## src/ring_coverage_pixel_shader_top_macros.svh

```systemverilog
// Assertion helpers for the RTL; clk and rst_n are taken from the enclosing module.
`ifndef RING_COVERAGE_PIXEL_SHADER_TOP_MACROS_SVH
`define RING_COVERAGE_PIXEL_SHADER_TOP_MACROS_SVH

// Check a property on every edge outside reset
`define RCPS_ASSERT(label, prop, msg) \
  label: assert property (@(posedge clk) disable iff (!rst_n) (prop)) else $error(msg);

// Check that a condition in one cycle is followed by another in the next
`define RCPS_ASSERT_NEXT(label, ante, cons, msg) \
  label: assert property (@(posedge clk) disable iff (!rst_n) (ante) |=> (cons)) else $error(msg);

`endif

```

## src/rcps_pkg.sv

```systemverilog
package rcps_pkg;

  // Default sizing of the object table and the frame
  localparam int MAX_OBJECTS_DEF  = 16;
  localparam int FRAME_WIDTH_DEF  = 180;
  localparam int FRAME_HEIGHT_DEF = 90;
  localparam int ROW_PITCH_DEF    = 2;

  // Field widths fixed by the word format
  localparam int SLOT_W  = 4;
  localparam int COORD_W = 16;
  localparam int ROW_W   = 7;
  localparam int COL_W   = 8;
  localparam int COUNT_W = 5;
  localparam int GLYPH_W = 6;

  // Arithmetic widths: pixel column in Q.4, differences, squares
  localparam int PX_W  = COL_W + 4;
  localparam int D_W   = 18;
  localparam int SQ_W  = 35;
  localparam int HI_W  = COORD_W + 1;
  localparam int HI2_W = 2 * HI_W;
  localparam int LO2_W = 2 * COORD_W;
  localparam int D2_W  = SQ_W + 1;

  // Item kinds
  localparam logic ACT_WRITE = 1'b0;
  localparam logic ACT_QUERY = 1'b1;

  // Gradient of glyphs, indexed by the clipped count
  localparam int GRADIENT_TOP = 5;
  localparam int GRAD_IDX_W   = $clog2(GRADIENT_TOP + 1);
  localparam logic [GLYPH_W-1:0] GRADIENT [GRADIENT_TOP+1] = '{
    GLYPH_W'(8'h20), GLYPH_W'(8'h2E), GLYPH_W'(8'h3A),
    GLYPH_W'(8'h3B), GLYPH_W'(8'h2B), GLYPH_W'(8'h23)
  };

  typedef struct packed {
    logic                      action;
    logic [SLOT_W-1:0]         slot;
    logic                      object_valid;
    logic signed [COORD_W-1:0] center_x;
    logic signed [COORD_W-1:0] center_y;
    logic [COORD_W-1:0]        radius;
    logic [COORD_W-1:0]        thickness;
    logic [ROW_W-1:0]          pixel_row;
    logic [COL_W-1:0]          pixel_col;
  } in_item_t;

  typedef struct packed {
    logic [COUNT_W-1:0] overlap_count;
    logic [GLYPH_W-1:0] glyph;
  } out_item_t;

  // One table entry as held in memory
  typedef struct packed {
    logic signed [COORD_W-1:0] cx;
    logic signed [COORD_W-1:0] cy;
    logic [COORD_W-1:0]        r;
    logic [COORD_W-1:0]        t;
  } geom_t;

  // Tag that travels with each table read through the test pipeline
  typedef struct packed {
    logic live;
    logic obj;
    logic last;
  } tag_t;

  function automatic logic [GLYPH_W-1:0] glyph_of(input logic [COUNT_W-1:0] cnt);
    logic [GRAD_IDX_W-1:0] idx;
    idx = (cnt > COUNT_W'(GRADIENT_TOP)) ? GRAD_IDX_W'(GRADIENT_TOP)
                                         : cnt[GRAD_IDX_W-1:0];
    return GRADIENT[idx];
  endfunction

endpackage

```

## src/rcps_ifs.sv

```systemverilog
interface rcps_in_if;
  logic                 valid;
  logic                 ready;
  rcps_pkg::in_item_t   data;
  modport source (output valid, output data, input ready);
  modport sink   (input valid, input data, output ready);
endinterface

interface rcps_out_if;
  logic                 valid;
  logic                 ready;
  rcps_pkg::out_item_t  data;
  modport source (output valid, output data, input ready);
  modport sink   (input valid, input data, output ready);
endinterface

```

## src/rcps_ram.sv

```systemverilog
module rcps_ram #(
  parameter int WIDTH = 64,
  parameter int DEPTH = 16
) (
  input  logic                                  clk,
  input  logic                                  wr_en,
  input  logic [((DEPTH > 1) ? $clog2(DEPTH) : 1)-1:0] wr_addr,
  input  logic [WIDTH-1:0]                      wr_data,
  input  logic                                  rd_en,
  input  logic [((DEPTH > 1) ? $clog2(DEPTH) : 1)-1:0] rd_addr,
  output logic [WIDTH-1:0]                      rd_data
);

  logic [WIDTH-1:0] mem [DEPTH];

  // Write one entry, read one entry with registered data
  always_ff @(posedge clk) begin
    if (wr_en) begin
      mem[wr_addr] <= wr_data;
    end
    if (rd_en) begin
      rd_data <= mem[rd_addr];
    end
  end

endmodule

```

## src/rcps_ring_test.sv

```systemverilog
module rcps_ring_test #(
  parameter int PY_W = 12
) (
  input  logic                         clk,
  input  logic                         rst_n,
  input  rcps_pkg::tag_t               tag_in,
  input  rcps_pkg::geom_t              geom,
  input  logic [rcps_pkg::PX_W-1:0]    px,
  input  logic [PY_W-1:0]              py,
  output rcps_pkg::tag_t               tag_out,
  output logic                         hit
);

  rcps_pkg::tag_t                          b_tag_r;
  logic signed [rcps_pkg::D_W-1:0]         dx_r, dy_r;
  logic [rcps_pkg::HI_W-1:0]               hi_r;
  logic [rcps_pkg::COORD_W-1:0]            lo_r;
  logic                                    lo_en_r;

  logic signed [rcps_pkg::D_W-1:0]         dx_nxt, dy_nxt;
  logic signed [2*rcps_pkg::D_W-1:0]       dx_sq, dy_sq;

  rcps_pkg::tag_t                          c_tag_r;
  logic [rcps_pkg::SQ_W-1:0]               dx2_r, dy2_r;
  logic [rcps_pkg::HI2_W-1:0]              hi2_r;
  logic [rcps_pkg::LO2_W-1:0]              lo2_r;
  logic                                    c_lo_en_r;

  logic [rcps_pkg::D2_W-1:0]               d2;

  // Offsets from the centre and the two radius bounds
  assign dx_nxt = $signed({{(rcps_pkg::D_W-rcps_pkg::PX_W){1'b0}}, px})
                  - rcps_pkg::D_W'($signed(geom.cx));
  assign dy_nxt = $signed({{(rcps_pkg::D_W-PY_W){1'b0}}, py})
                  - rcps_pkg::D_W'($signed(geom.cy));

  always_ff @(posedge clk) begin
    if (!rst_n) begin
      b_tag_r <= '0;
    end else begin
      b_tag_r <= tag_in;
    end
  end

  always_ff @(posedge clk) begin
    dx_r    <= dx_nxt;
    dy_r    <= dy_nxt;
    hi_r    <= {1'b0, geom.r} + {1'b0, geom.t};
    lo_r    <= geom.r - geom.t;
    lo_en_r <= geom.r > geom.t;
  end

  // Square the offsets and the bounds
  assign dx_sq = dx_r * dx_r;
  assign dy_sq = dy_r * dy_r;

  always_ff @(posedge clk) begin
    if (!rst_n) begin
      c_tag_r <= '0;
    end else begin
      c_tag_r <= b_tag_r;
    end
  end

  always_ff @(posedge clk) begin
    dx2_r     <= dx_sq[rcps_pkg::SQ_W-1:0];
    dy2_r     <= dy_sq[rcps_pkg::SQ_W-1:0];
    hi2_r     <= hi_r * hi_r;
    lo2_r     <= lo_r * lo_r;
    c_lo_en_r <= lo_en_r;
  end

  // Compare the squared distance against the ring band
  assign d2  = {1'b0, dx2_r} + {1'b0, dy2_r};
  assign hit = (d2 <= rcps_pkg::D2_W'(hi2_r))
               && (!c_lo_en_r || (d2 >= rcps_pkg::D2_W'(lo2_r)));
  assign tag_out = c_tag_r;

endmodule

```

## src/ring_coverage_pixel_shader_top.sv

```systemverilog
// Channel  Port    Dir  Word
// input    in_ch   in   slot write or pixel query (rcps_pkg::in_item_t)
// result   out_ch  out  overlap count and glyph (rcps_pkg::out_item_t), queries only
//
// A pixel query reads one table entry per cycle from the geometry memory; a pixel outside
// the frame skips the scan.
// The ring test is a two-register pipeline behind the memory's registered read port.
// Reset is synchronous, active low; it clears all slot valid bits and the control state.
// A new word is taken while a result waits in the output register; a finished query
// holds until that register is free.
`include "ring_coverage_pixel_shader_top_macros.svh"

module ring_coverage_pixel_shader_top #(
  parameter int MAX_OBJECTS  = rcps_pkg::MAX_OBJECTS_DEF,
  parameter int FRAME_WIDTH  = rcps_pkg::FRAME_WIDTH_DEF,
  parameter int FRAME_HEIGHT = rcps_pkg::FRAME_HEIGHT_DEF,
  parameter int ROW_PITCH    = rcps_pkg::ROW_PITCH_DEF
) (
  input logic       clk,
  input logic       rst_n,
  rcps_in_if.sink   in_ch,
  rcps_out_if.source out_ch
);

  localparam int IDX_W = (MAX_OBJECTS > 1) ? $clog2(MAX_OBJECTS) : 1;
  localparam int PY_MAX = ((1 << rcps_pkg::ROW_W) - 1) * ROW_PITCH * 16;
  localparam int PY_W = $clog2(PY_MAX + 1);
  localparam logic [IDX_W-1:0] LAST_IDX = IDX_W'(MAX_OBJECTS - 1);

  localparam logic [1:0] ST_IDLE  = 2'd0;
  localparam logic [1:0] ST_SCAN  = 2'd1;
  localparam logic [1:0] ST_DRAIN = 2'd2;
  localparam logic [1:0] ST_HOLD  = 2'd3;

  logic [1:0]                   state_r, state_nxt;
  logic [IDX_W-1:0]             k_r, k_nxt;
  logic [MAX_OBJECTS-1:0]       valid_r, valid_nxt;
  logic [rcps_pkg::COUNT_W-1:0] count_r, count_nxt;
  logic [rcps_pkg::PX_W-1:0]    px_r;
  logic [PY_W-1:0]              py_r;
  rcps_pkg::tag_t               a_tag_r, a_tag_nxt, tag_out;
  logic                         out_valid_r, out_valid_nxt;
  rcps_pkg::out_item_t          out_data_r;

  logic                         accept, is_query, in_frame, slot_ok, wr_en, issue;
  logic                         hit, load_out;
  logic [IDX_W-1:0]             wr_addr;
  rcps_pkg::geom_t              wr_geom, rd_geom;

  // Decode the accepted word
  assign in_ch.ready = (state_r == ST_IDLE);
  assign accept   = in_ch.valid && in_ch.ready;
  assign is_query = (in_ch.data.action == rcps_pkg::ACT_QUERY);
  assign in_frame = (int'(in_ch.data.pixel_row) < FRAME_HEIGHT)
                    && (int'(in_ch.data.pixel_col) < FRAME_WIDTH);
  assign slot_ok  = int'(in_ch.data.slot) < MAX_OBJECTS;
  assign wr_en    = accept && !is_query && slot_ok && in_ch.data.object_valid;
  assign wr_addr  = IDX_W'(in_ch.data.slot);
  assign issue    = (state_r == ST_SCAN);

  assign wr_geom.cx = in_ch.data.center_x;
  assign wr_geom.cy = in_ch.data.center_y;
  assign wr_geom.r  = in_ch.data.radius;
  assign wr_geom.t  = in_ch.data.thickness;

  rcps_ram #(
    .WIDTH($bits(rcps_pkg::geom_t)),
    .DEPTH(MAX_OBJECTS)
  ) u_geom_ram (
    .clk     (clk),
    .wr_en   (wr_en),
    .wr_addr (wr_addr),
    .wr_data (wr_geom),
    .rd_en   (issue),
    .rd_addr (k_r),
    .rd_data (rd_geom)
  );

  rcps_ring_test #(
    .PY_W(PY_W)
  ) u_ring_test (
    .clk     (clk),
    .rst_n   (rst_n),
    .tag_in  (a_tag_r),
    .geom    (rd_geom),
    .px      (px_r),
    .py      (py_r),
    .tag_out (tag_out),
    .hit     (hit)
  );

  // Sequence a query and update the slot valid bits
  always_comb begin
    state_nxt     = state_r;
    k_nxt         = k_r;
    valid_nxt     = valid_r;
    count_nxt     = count_r;
    a_tag_nxt     = '0;
    out_valid_nxt = out_valid_r && !out_ch.ready;
    load_out      = 1'b0;

    if (tag_out.live && tag_out.obj && hit && (count_r != '1)) begin
      count_nxt = count_r + 1'b1;
    end

    case (state_r)
      ST_IDLE: begin
        if (accept && is_query) begin
          count_nxt = '0;
          k_nxt     = '0;
          state_nxt = in_frame ? ST_SCAN : ST_HOLD;
        end else if (accept && slot_ok) begin
          valid_nxt[wr_addr] = in_ch.data.object_valid;
        end
      end
      ST_SCAN: begin
        a_tag_nxt.live = 1'b1;
        a_tag_nxt.obj  = valid_r[k_r];
        a_tag_nxt.last = (k_r == LAST_IDX);
        k_nxt          = k_r + 1'b1;
        if (k_r == LAST_IDX) begin
          state_nxt = ST_DRAIN;
        end
      end
      ST_DRAIN: begin
        if (tag_out.live && tag_out.last) begin
          state_nxt = ST_HOLD;
        end
      end
      ST_HOLD: begin
        if (!out_valid_r || out_ch.ready) begin
          load_out      = 1'b1;
          out_valid_nxt = 1'b1;
          state_nxt     = ST_IDLE;
        end
      end
      default: begin
        state_nxt = ST_IDLE;
      end
    endcase
  end

  always_ff @(posedge clk) begin
    if (!rst_n) begin
      state_r     <= ST_IDLE;
      k_r         <= '0;
      valid_r     <= '0;
      count_r     <= '0;
      a_tag_r     <= '0;
      out_valid_r <= 1'b0;
    end else begin
      state_r     <= state_nxt;
      k_r         <= k_nxt;
      valid_r     <= valid_nxt;
      count_r     <= count_nxt;
      a_tag_r     <= a_tag_nxt;
      out_valid_r <= out_valid_nxt;
    end
  end

  // Hold the query point and the result word
  always_ff @(posedge clk) begin
    if (accept && is_query) begin
      px_r <= {in_ch.data.pixel_col, 4'b0000};
      py_r <= PY_W'(int'(in_ch.data.pixel_row) * ROW_PITCH * 16);
    end
    if (load_out) begin
      out_data_r.overlap_count <= count_r;
      out_data_r.glyph         <= rcps_pkg::glyph_of(count_r);
    end
  end

  assign out_ch.valid = out_valid_r;
  assign out_ch.data  = out_data_r;

  `RCPS_ASSERT(a_idle_pipe_empty, (state_r == ST_IDLE) |-> (!a_tag_r.live && !tag_out.live),
               "test pipeline busy while idle")
  `RCPS_ASSERT_NEXT(a_scan_end, (state_r == ST_SCAN) && (k_r == LAST_IDX),
                    (state_r == ST_DRAIN), "scan did not end after the last entry")
  `RCPS_ASSERT_NEXT(a_scan_step, (state_r == ST_SCAN) && (k_r != LAST_IDX),
                    (k_r == $past(k_r) + 1'b1), "scan index skipped an entry")

endmodule

```

## src/flat_wrapper.sv

```systemverilog
// flat-port wrapper written by rule: the top's interface ports become plain ports
module ring_coverage_pixel_shader_top_flat 
#(
  parameter int MAX_OBJECTS  = rcps_pkg::MAX_OBJECTS_DEF,
  parameter int FRAME_WIDTH  = rcps_pkg::FRAME_WIDTH_DEF,
  parameter int FRAME_HEIGHT = rcps_pkg::FRAME_HEIGHT_DEF,
  parameter int ROW_PITCH    = rcps_pkg::ROW_PITCH_DEF
)
  (clk, rst_n, in_ch_valid, in_ch_data, in_ch_ready, out_ch_valid, out_ch_data, out_ch_ready);
  rcps_in_if in_ch_i ();
  rcps_out_if out_ch_i ();
  input logic clk;
  input logic rst_n;
  input wire logic [$bits(in_ch_i.valid)-1:0] in_ch_valid;
  input wire logic [$bits(in_ch_i.data)-1:0] in_ch_data;
  output wire logic [$bits(in_ch_i.ready)-1:0] in_ch_ready;
  output wire logic [$bits(out_ch_i.valid)-1:0] out_ch_valid;
  output wire logic [$bits(out_ch_i.data)-1:0] out_ch_data;
  input wire logic [$bits(out_ch_i.ready)-1:0] out_ch_ready;
  assign in_ch_i.valid = in_ch_valid;
  assign in_ch_i.data = in_ch_data;
  assign in_ch_ready = in_ch_i.ready;
  assign out_ch_valid = out_ch_i.valid;
  assign out_ch_data = out_ch_i.data;
  assign out_ch_i.ready = out_ch_ready;
  ring_coverage_pixel_shader_top #(.MAX_OBJECTS(MAX_OBJECTS), .FRAME_WIDTH(FRAME_WIDTH), .FRAME_HEIGHT(FRAME_HEIGHT), .ROW_PITCH(ROW_PITCH)) u_core (.clk(clk), .rst_n(rst_n), .in_ch(in_ch_i), .out_ch(out_ch_i));
endmodule
```

## config.mk

```make
export PLATFORM = sky130hd
export DESIGN_NAME = ring_coverage_pixel_shader_top_flat
export DESIGN_NICKNAME = d
export VERILOG_FILES = /design/src/rcps_pkg.sv /design/src/rcps_ifs.sv /design/src/rcps_ram.sv /design/src/rcps_ring_test.sv /design/src/ring_coverage_pixel_shader_top.sv /design/src/flat_wrapper.sv
export VERILOG_INCLUDE_DIRS = /design/src /design/src/src
export SDC_FILE = /design/constraint.sdc
export NUM_CORES = 2
export LEC_CHECK = 0
export CORE_UTILIZATION = 45
export CTS_CLUSTER_SIZE = 28
export DETAILED_ROUTE_END_ITERATION = 10
export DONT_BUFFER_PORTS = 1
export GPL_TIMING_DRIVEN = 0
export PLACE_DENSITY_LB_ADDON = 0.12
export SETUP_SLACK_MARGIN = 0.1
export SLEW_MARGIN = 5
export SYNTH_ARGS = -nofsm -noshare
export SYNTH_HDL_FRONTEND = slang
export SYNTH_SLANG_ARGS = --single-unit
```

## constraint.sdc

```tcl
create_clock -name clk -period 22.5 [get_ports clk]
set_input_delay 3.375 -clock clk [delete_from_list [all_inputs] [get_ports clk]]
set_output_delay 3.375 -clock clk [all_outputs]
set_load 0.01 [all_outputs]
```

==> impl_metrics.ini <==
[status]
outcome = completed

[finish]
drive_gt1_share_pct = 9.83
layout_common_cells = 1,397 x inv_1, 1,113 x edfxtp_1, 904 x fa_1
instances_no_fill = 9472
ff_latch_area_um2 = 38100
layout.nets = 8350
final_common_cell = inv_1
post-route-util_pct = 50.1
syn_to_final_growth_pct = 10.7
n_fill_cell = 16832
multi_input_area_um2 = 43300

[drt]
drtIter0Drc = 3099
drcViolationCount = 0
first_pass_iters = 5
wl_um = 217000
num_vias = 50085
wl_per_cell_um = 22.9
antenna_left = 0
viasPerCell = 5.29

[timing]
max_freq_ghz = 0.122
rsz0062_at_grt = no
final.setup_skew_ns = 0.0497
finalHoldViolCount = 0
setup_viol = 0
period_share_pct = 36.3
fin_tns_setup_ns = 0
worst_pin_slew_ns = 1.20
relSlewSlack_pct = 19.7
slew_viol_final = 0
fin_crit_ns = 8.18
fin_ws_ns = 14.32

[clocking]
cts.clk_slew.worst_paths_ns = 0.05
cts_sinks = 1347
cts_hold_buf = 0
h-tree-depth = 4
cts_buffer_depth = 3
cts_tree = done
cts-root-buf = clkbuf_16
clkLatencyLatePin_ns = 0.81
post_cts_resize_count = 0
cts_buffers = 143
cts_setup_buffers = 0

[die]
row_count = 161
die_area_um2 = 196000
die_x_um = 442
io_pins = 102
coreArea_um2 = 193000
die_h_um = 442
initial_core_util_pct = 45.3

[min_path]
worstHoldPathCells = 1
hold_class = reg -> reg
hp-start = u_core.u_ring_test.b_tag_r[2]$_SDFF_PN0_
holdPathEnd = u_core.u_ring_test.tag_out[2]$_SDFF_PN0_

[worst_setup_path]
crit_type = reg -> reg
critPathLaunchType = flip-flop
rr_endpoint = u_core.u_ring_test.dx2_r[33]$_DFF_P_
max_stage_delay_ns = 0.72
crit_buf_inv = 5
path_delay_family = adder cells
crit_chain = clkbuf_1 -> clkbuf_1 -> nand2_1 -> fa_1 -> inv_1 -> fa_1 -> inv_1 -> fa_1 -> fa_1 -> inv_1 -> fa_1 -> fa_1 -> ha_1 -> and2_1 -> and4_1 -> a21o_1 -> a2111oi_0 -> o211ai_1 -> a31o_2 -> a21oi_1 -> xor2_1
r2r_start = u_core.u_ring_test.dx_r[6]$_DFF_P_
crit_arrival_ns = 8.78
critical_path_required_ns = 23.10
cp-startpoint = u_core.u_ring_test.dx_r[6]$_DFF_P_
ff2ff_path_depth = 21
cpMostUsedCell = fa_1
r2r_setup_slack_ns = 14.32
crit_slowest_cell = fa_1
end_kind = flip-flop
path_max_fanout = 10

[synthesis]
synth_flop_cell = edfxtp_1
syn-num-nets = 8117
yosys_warnings = 0
synthArstFlopShare_pct = 0
ys_seq_area_share_pct = 43.7
synth-compound-area-share_pct = 4.26
synth_area_um2 = 87200
ys_ff_latch = 1347
synth_simple_gate_area_share_pct = 6.28
synth_edf_count = 1113
syn_area_per_cell_um2 = 13.2
synthMuxAreaShare_pct = 8.49
synth_xor_area_share_pct = 2.23
synth_adder_area_share_pct = 28.2
netlist-cell-type-count = 87
synth_top_family_by_area = adder cells
syn_inst = 6601

[placement]
dp_slack_ns = 14.26
hpwl_um = 165000
dp.cells = 9214
io_buffers = 0
gp_congestion = 0.889

[grt]
met1_usage_pct = 30.0
antenna_found_initial = 4
grt_pass1_vias = 53886
grt_use_met3_pct = 3.40
grt.busiest_layer = met2
gr-total-overflow = 0
grt_use_met2_pct = 40.0
grt_pass1_wl_um = 334000
grt_max_degree = 40
track_usage_pct = 22.8

[run]
maxCapViolCount = 0
## registers in the layout, summed over array words and instances, names as in the netlist, 4 cells and up
name and flops:
u_core.u_ring_test.hi2_r 32, u_core.out_ch.data 10, u_core.valid_r 16, u_core.count_r 5
u_core.px_r 8, u_core.u_ring_test.lo2_r 31, u_core.u_geom_ram.rd_data 64, u_core.u_ring_test.dy2_r 33
u_core.u_ring_test.hi_r 17, u_core.k_r 4, u_core.u_ring_test.dx2_r 33, u_core.u_geom_ram.mem 1024
u_core.u_ring_test.dx_r 17, u_core.u_ring_test.dy_r 17, u_core.py_r 7, u_core.u_ring_test.lo_r 15
## layout make-up
cell class                      count  share of cell area [%]
Multi-Input combinational cell   3674                    44.9
Sequential cell                  1347                    39.5
Inverter                         1397                    5.43
Clock buffer                      184                    4.01
Tap cell                         2526                    3.27
Timing Repair Buffer               88                    1.45
Clock inverter                     72                   0.790
Buffer                            183                   0.722
Antenna cell                        1                 0.00259
## kinds of logic after synthesis
logic type / Yosys count
adders and majority gates: 1427
DFF: 1347
xor gates and xnor gates: 222
and+or+nand+nor: 1125
AOI/OAI and AO/OA: 566
buffers and inverters: 1580
other: 1
muxes: 333
## worst max path at each step
stage / endpoint / slack [ns] / cells past startpoint
2_1_floorplan: u_core.u_geom_ram.mem[0][0]$_DFFE_PP_ / 11.85 / 3
3_3_place_gp: u_core.valid_r[4]$_SDFFE_PN0P_ / 2.54 / 4
3_5_place_dp: u_core.u_ring_test.dx2_r[33]$_DFF_P_ / 14.26 / 21
4_1_cts: u_core.u_ring_test.dx2_r[33]$_DFF_P_ / 14.21 / 21
5_1_grt: u_core.u_ring_test.dx2_r[33]$_DFF_P_ / 14.03 / 20
6_report: u_core.u_ring_test.dx2_r[33]$_DFF_P_ / 14.32 / 21
## synthesized netlist by cell type (44+ instances only)
master,n,area share (%)
and2_1,249,1.8
nand2_1,400,1.7
xor2_1,53,0.53
nor2_1,209,0.90
dfxtp_1,234,5.4
ha_1,523,7.5
o21ai_0,105,0.60
a21oi_1,173,0.99
a21o_1,75,0.65
inv_1,1397,6.0
mux4_2,325,8.4
fa_1,904,21
nor2b_1,44,0.32
clkbuf_1,156,0.67
edfxtp_1,1113,38
xnor2_1,169,1.7
## metrics by stage
| step | cell area [um2] | hold WS, ns |
|---|---|---|
| floorplan | 87200 | 0.310 |
| global placement | 90400 | 0.414 |
| detailed placement | 91900 | 0.421 |
| CTS | 96500 | 0.433 |
| global route | 96600 | 0.449 |
| finish | 96600 | 0.430 |
## layer usage
metal	share of wire (%)	vias up
met5	0	-
met3	5.1	270
met2	51	1177
met4	1.9	0
li1	-	22517
met1	42	26121
Power is left out: the tool's default activity adds up to more than one toggle a clock period on the data nets, which glitch-free logic cannot reach.
